<file path="config.mk">
export PLATFORM = sky130hd
export DESIGN_NAME = lbs_seq
export DESIGN_NICKNAME = d
export VERILOG_FILES = /design/src/lbs_pkg.sv /design/src/lbs_seq.sv
export SDC_FILE = /design/constraint.sdc
export NUM_CORES = 1
export LEC_CHECK = 0
export BUFFER_PORTS_ARGS = -buffer_cell sky130_fd_sc_hd__buf_2
export CAP_MARGIN = 40
export CORE_ASPECT_RATIO = 0.9
export CORE_MARGIN = 1.5
export CORE_UTILIZATION = 50
export DETAILED_ROUTE_END_ITERATION = 10
export GPL_ROUTABILITY_DRIVEN = 0
export PLACE_DENSITY = 0.83
export SKIP_LAST_GASP = 1
export SLEW_MARGIN = 20
export SYNTH_ARGS = -nofsm -noshare
export SYNTH_HDL_FRONTEND = slang
export SYNTH_SLANG_ARGS = --single-unit
</file>
<file path="constraint.sdc">
create_clock -name clk_i -period 31.8 [get_ports clk_i]
set_clock_uncertainty 0.15 [all_clocks]
set_input_delay 1.59 -clock clk_i [delete_from_list [all_inputs] [get_ports clk_i]]
set_output_delay 1.59 -clock clk_i [all_outputs]
set_load 0.01 [all_outputs]
</file>
<file path="src/lbs_pkg.sv">
`timescale 1ns / 1ps
// shared types and constants for the skinning engine
package lbs_pkg;

  localparam int NUM_BONES      = 64;
  localparam int MAX_INFLUENCES = 4;
  localparam int FRAC_BITS      = 16;
  localparam int WEIGHT_FRAC    = 15;
  localparam int NUM_ELEMS      = 12;
  localparam int BONE_W         = (NUM_BONES > 1) ? $clog2(NUM_BONES) : 1;
  localparam int SLOT_W         = 2;
  localparam int CNT_W          = 3;
  localparam int ACC_W          = 36;
  localparam logic [7:0] END_ID = 8'd255;

  typedef enum logic [1:0] {
    OP_WRITE = 2'd0,
    OP_POINT = 2'd1,
    OP_DIR   = 2'd2,
    OP_NOP   = 2'd3
  } op_e;

  typedef struct packed {
    logic [1:0]         operation;
    logic [5:0]         bone_select;
    logic [3:0]         element_select;
    logic signed [31:0] matrix_value;
    logic signed [31:0] vec_x;
    logic signed [31:0] vec_y;
    logic signed [31:0] vec_z;
    logic [31:0]        influence_ids;
    logic [63:0]        influence_weights;
  } in_beat_t;

  typedef struct packed {
    logic signed [31:0] out_x;
    logic signed [31:0] out_y;
    logic signed [31:0] out_z;
    logic               was_direction;
  } out_beat_t;

  typedef logic [NUM_ELEMS-1:0][31:0] row_t;

  // one bone read travelling down the arithmetic pipe
  typedef struct packed {
    logic               valid;
    logic               first;
    logic               last;
    logic               none;
    logic               is_point;
    logic signed [31:0] vx;
    logic signed [31:0] vy;
    logic signed [31:0] vz;
    logic [15:0]        weight;
  } meta_t;

endpackage

</file>
<file path="src/lbs_seq.sv">
`timescale 1ns / 1ps
// input holding register and influence sequencer, one bone read per cycle while the pipe advances
module lbs_seq import lbs_pkg::*; (
  input  logic              clk_i,
  input  logic              rst_ni,
  input  logic              adv_i,
  input  logic              in_valid_i,
  output logic              in_stall_o,
  input  in_beat_t          in_beat_i,
  output logic              wr_en_o,
  output logic [BONE_W-1:0] wr_bone_o,
  output logic [3:0]        wr_elem_o,
  output logic [31:0]       wr_data_o,
  output logic              rd_en_o,
  output logic [BONE_W-1:0] rd_bone_o,
  output meta_t             meta_o
);

  in_beat_t          item_q;
  logic              hold_q, hold_d;
  logic [SLOT_W-1:0] slot_q, slot_d;
  meta_t             meta_q, meta_d;

  logic [CNT_W-1:0]  cnt;
  logic              stop;
  logic [7:0]        id_k, id_cur;
  logic              is_skin, none, last, done, accept;

  // number of leading usable influence slots
  always_comb begin
    cnt  = '0;
    stop = 1'b0;
    for (int k = 0; k < MAX_INFLUENCES; k++) begin
      id_k = item_q.influence_ids[k*8 +: 8];
      if (!stop && id_k != END_ID && {1'b0, id_k} < 9'(NUM_BONES)) begin
        cnt = cnt + CNT_W'(1);
      end else begin
        stop = 1'b1;
      end
    end
  end

  assign id_cur  = item_q.influence_ids[slot_q*8 +: 8];
  assign is_skin = (item_q.operation == OP_POINT) || (item_q.operation == OP_DIR);
  assign none    = (cnt == '0);
  assign last    = ({1'b0, slot_q} + CNT_W'(1)) == cnt;
  assign done    = !is_skin || none || last;

  assign in_stall_o = !adv_i || (hold_q && !done);
  assign accept     = in_valid_i && !in_stall_o;

  always_comb begin
    hold_d = hold_q;
    slot_d = slot_q;
    if (accept) begin
      hold_d = 1'b1;
      slot_d = '0;
    end else if (adv_i && hold_q) begin
      if (done) begin
        hold_d = 1'b0;
      end else begin
        slot_d = slot_q + SLOT_W'(1);
      end
    end
  end

  always_comb begin
    meta_d          = meta_q;
    if (adv_i) begin
      meta_d.valid    = hold_q && is_skin;
      meta_d.first    = (slot_q == '0);
      meta_d.last     = done;
      meta_d.none     = none;
      meta_d.is_point = (item_q.operation == OP_POINT);
      meta_d.vx       = item_q.vec_x;
      meta_d.vy       = item_q.vec_y;
      meta_d.vz       = item_q.vec_z;
      meta_d.weight   = item_q.influence_weights[slot_q*16 +: 16];
    end
  end

  always_ff @(posedge clk_i or negedge rst_ni) begin
    if (!rst_ni) begin
      hold_q <= 1'b0;
      slot_q <= '0;
      meta_q <= '0;
    end else begin
      hold_q <= hold_d;
      slot_q <= slot_d;
      meta_q <= meta_d;
    end
  end

  always_ff @(posedge clk_i) begin
    if (accept) begin
      item_q <= in_beat_i;
    end
  end

  assign wr_en_o   = adv_i && hold_q && (item_q.operation == OP_WRITE) &&
                     ({1'b0, item_q.bone_select} < 7'(NUM_BONES)) &&
                     (item_q.element_select < 4'(NUM_ELEMS));
  assign wr_bone_o = item_q.bone_select[BONE_W-1:0];
  assign wr_elem_o = item_q.element_select;
  assign wr_data_o = item_q.matrix_value;
  assign rd_en_o   = adv_i && hold_q && is_skin && !none;
  assign rd_bone_o = id_cur[BONE_W-1:0];
  assign meta_o    = meta_q;

endmodule

</file>
==> impl_metrics.py <==
metrics = {
    "global_route": {
        "grt_antenna_before_repair": 4,
        "grt_pass1_vias": 7166,
        "overflow": 0,
        "grt_pass1_wl_um": 37800,
        "grt_max_degree": 67,
        "grtUsageTotal_pct": 18.7,
    },
    "clock_tree": {
        "clk_pin_slew_ns": 0.06,
        "insertion_delay_ns": 0.50,
        "htreeDepth": 2,
        "clock_sinks": 356,
        "postCtsSetupBuffers": 0,
        "cts_tree": "done",
        "root_buffer": "clkbuf_16",
        "numCtsBuffers": 35,
        "cts_resized": 0,
        "ctsHoldBuffers": 0,
        "cts.path.max_buffers": 3,
    },
    "place": {
        "dp_hpwl_um": 18200,
        "port_buffers": 407,
        "postPlaceCellArea_um2": 15000,
    },
    "timing": {
        "hold_viol_final": 0,
        "fmax_ghz": 0.183,
        "setup_violations": 0,
        "fin_tns_setup_ns": 0,
        "slew_headroom_pct": 44.5,
        "final.period_utilization_pct": 17.2,
        "whs_ns": 0.323,
        "rsz0062_at_grt": "no",
        "finalCriticalPeriod_ns": 5.47,
        "slew_violations": 0,
        "tightest_slew_ns": 0.832,
    },
    "logic_synthesis": {
        "synth-edff-count": 236,
        "ys_seq_area_share_pct": 79.2,
        "synth_seq_cells": 356,
        "synth.top_cell.area_share_pct": 55.6,
        "synth_warnings": 0,
        "syn_avg_cell_area_um2": 20.5,
        "synthesis.area_um2": 12700,
        "synth_cell_types": 38,
        "synth_largest_area_cell": "edfxtp_1",
        "synthesis.nets": 868,
        "synthCells": 621,
        "synthArstFlopShare_pct": 33.7,
        "synthTopCellsByArea": "edfxtp_1, dfrtp_1, mux2_2",
        "synth_top_flop_cell": "edfxtp_1",
    },
    "routing": {
        "ant_nets": 0,
        "vias_per_cell": 4.99,
        "wl_per_cell_um": 18.7,
        "drt-initial-drc-count": 467,
        "drc": 0,
        "wl_um": 25900,
        "firstDrtPassIters": 4,
        "vias": 6912,
    },
    "setup_path": {
        "cp_top_family": "simple AND/OR/NAND/NOR gates",
        "crit_path_max_incr_delay_ns": 0.53,
        "crit_path_end_kind": "output pin",
        "reg2reg_from": "item_q[70]",
        "path_max_fanout": 8,
        "reg2reg_slack_ns": 26.51,
        "start_kind": "flop",
        "arrival_ns": 3.73,
        "slowest_stage": "or4_4",
        "cpMostUsedCell": "ha_1",
        "path_class": "reg -> out",
        "crit_chain": "nor4_1 -> ha_1 -> nor3b_2 -> xnor2_1 -> ha_1 -> xor2_1 -> or4_4 -> a31oi_4 -> nor2_1 -> a21bo_1 -> buf_2",
        "r2r-end": "item_q[15]",
        "crit_buf_inv": 1,
        "r2r_cells": 13,
        "cp.required_ns": 30.06,
    },
    "die": {
        "die_y_um": 154,
        "fp.coreArea_um2": 25100,
        "die_w_um": 171,
        "io_pins": 408,
        "fp-row-count": 55,
        "start_util_pct": 50.7,
        "die_area_um2": 26500,
    },
    "finish": {
        "drive_above_1_share_pct": 58.5,
        "fin_util_pct": 64.2,
        "stdcell_area_um2": 16100,
        "final_cell_mix": "buf_2, edfxtp_1, dfrtp_1",
        "nNetsFinal": 1263,
        "area_growth_pct": 26.5,
        "seq_area_um2": 10100,
        "fillCellCount": 1681,
        "multi_input_area_um2": 2230,
        "final_common_cell": "buf_2",
    },
    "power_and_ir_drop": {
        "power_per_cell_area_nw_per_um2": 63.1,
        "irDropWorstVdd_v": 0.0000638,
        "leakage_nw": 6.59,
    },
    "min_path": {
        "hold-path-endpoint": "meta_o[83]",
        "hp-class": "reg -> reg",
        "min_from": "item_q[163]",
        "worstHoldPathCells": 1,
    },
    "status": {
        "outcome": "finished, final reports clean",
    },
    "run": {
        "drv_cap": 0,
    },
}
## registers in the layout (all words and copies together) (netlist names)
register / cells
hold_q: 1
id_k: 8
item_q: 186
meta_o: 117
slot_q: 2
wr_bone_o: 6
wr_data_o: 32
wr_elem_o: 4
## how the worst max path moves through the flow
stage / slack, ns / end / from / cells past startpoint
floorplan: 16.77 / id_k[0] / item_q[70] / 10
global placement: 26.45 / item_q[19] / item_q[70] / 12
detailed placement: 26.53 / item_q[51] / item_q[70] / 13
CTS: 26.30 / in_stall_o / item_q[70] / 11
global route: 26.17 / in_stall_o / item_q[70] / 11
finish: 26.33 / in_stall_o / item_q[70] / 11
## synthesized netlist by cell type (4+ instances only)
master,number
nand3_1,4
mux4_2,22
nor2_1,6
nor4_1,4
buf_4,42
clkbuf_1,16
nand2_1,6
edfxtp_1,236
inv_1,8
mux2_2,114
dfrtp_1,120
ha_1,7
## report_power, final
part	total [mW]	internal [mW]	switching, mW
Clock	0.387	0.226	0.161
Sequential	0.540	0.528	0.0124
Combinational	0.0901	0.0443	0.0458
## cell type report
class / instances / share of cell area (%)
Sequential cell: 356 / 62.6
Timing Repair Buffer: 420 / 14.0
Multi-Input combinational cell: 195 / 13.9
Clock buffer: 50 / 6.17
Tap cell: 342 / 2.66
Clock inverter: 12 / 0.520
Inverter: 8 / 0.186
Antenna cell: 1 / 0.0155
## logic make-up after synthesis
kind of cell    synth area share [%]
flops                           79.2
mux                             14.1
buf+inv                         3.38
simple gates                    1.43
compound gates                  1.00
fa+ha+maj                      0.687
xor+xnor                       0.206
## worst register-to-register path, cell delays in order (launching register included)
cell      delay, ns
edfxtp_1       0.38
nor4_1         0.38
ha_1           0.23
nor3b_2        0.46
xnor2_1        0.14
ha_1           0.25
xor2_1         0.18
or4_4          0.53
a31oi_4        0.23
nor2_1         0.12
a21oi_4        0.30
buf_4          0.70
buf_4          0.53
buf_16         0.34
## metrics by stage
step / cells / worst slack (ns) / power, mW
after floorplan: 621 / 16.77 / 0.598
after global placement: 1315 / 26.45 / 0.633
after detailed placement: 1318 / 26.53 / 0.639
after CTS: 1380 / 26.30 / 1.03
after global routing: 1384 / 26.17 / 1.05
final: 1384 / 26.33 / 1.02
## per-layer routing
layer | track usage (%) | part of all wire, % | up-vias
li1 | - | - | 3118
met2 | 31.4 | 50 | 333
met3 | 6.27 | 10 | 65
met1 | 22.7 | 37 | 3390
met5 | 0 | 0.15 | -
met4 | 6.64 | 2.9 | 6
No activity file was read; power rests on OpenSTA's default activity.
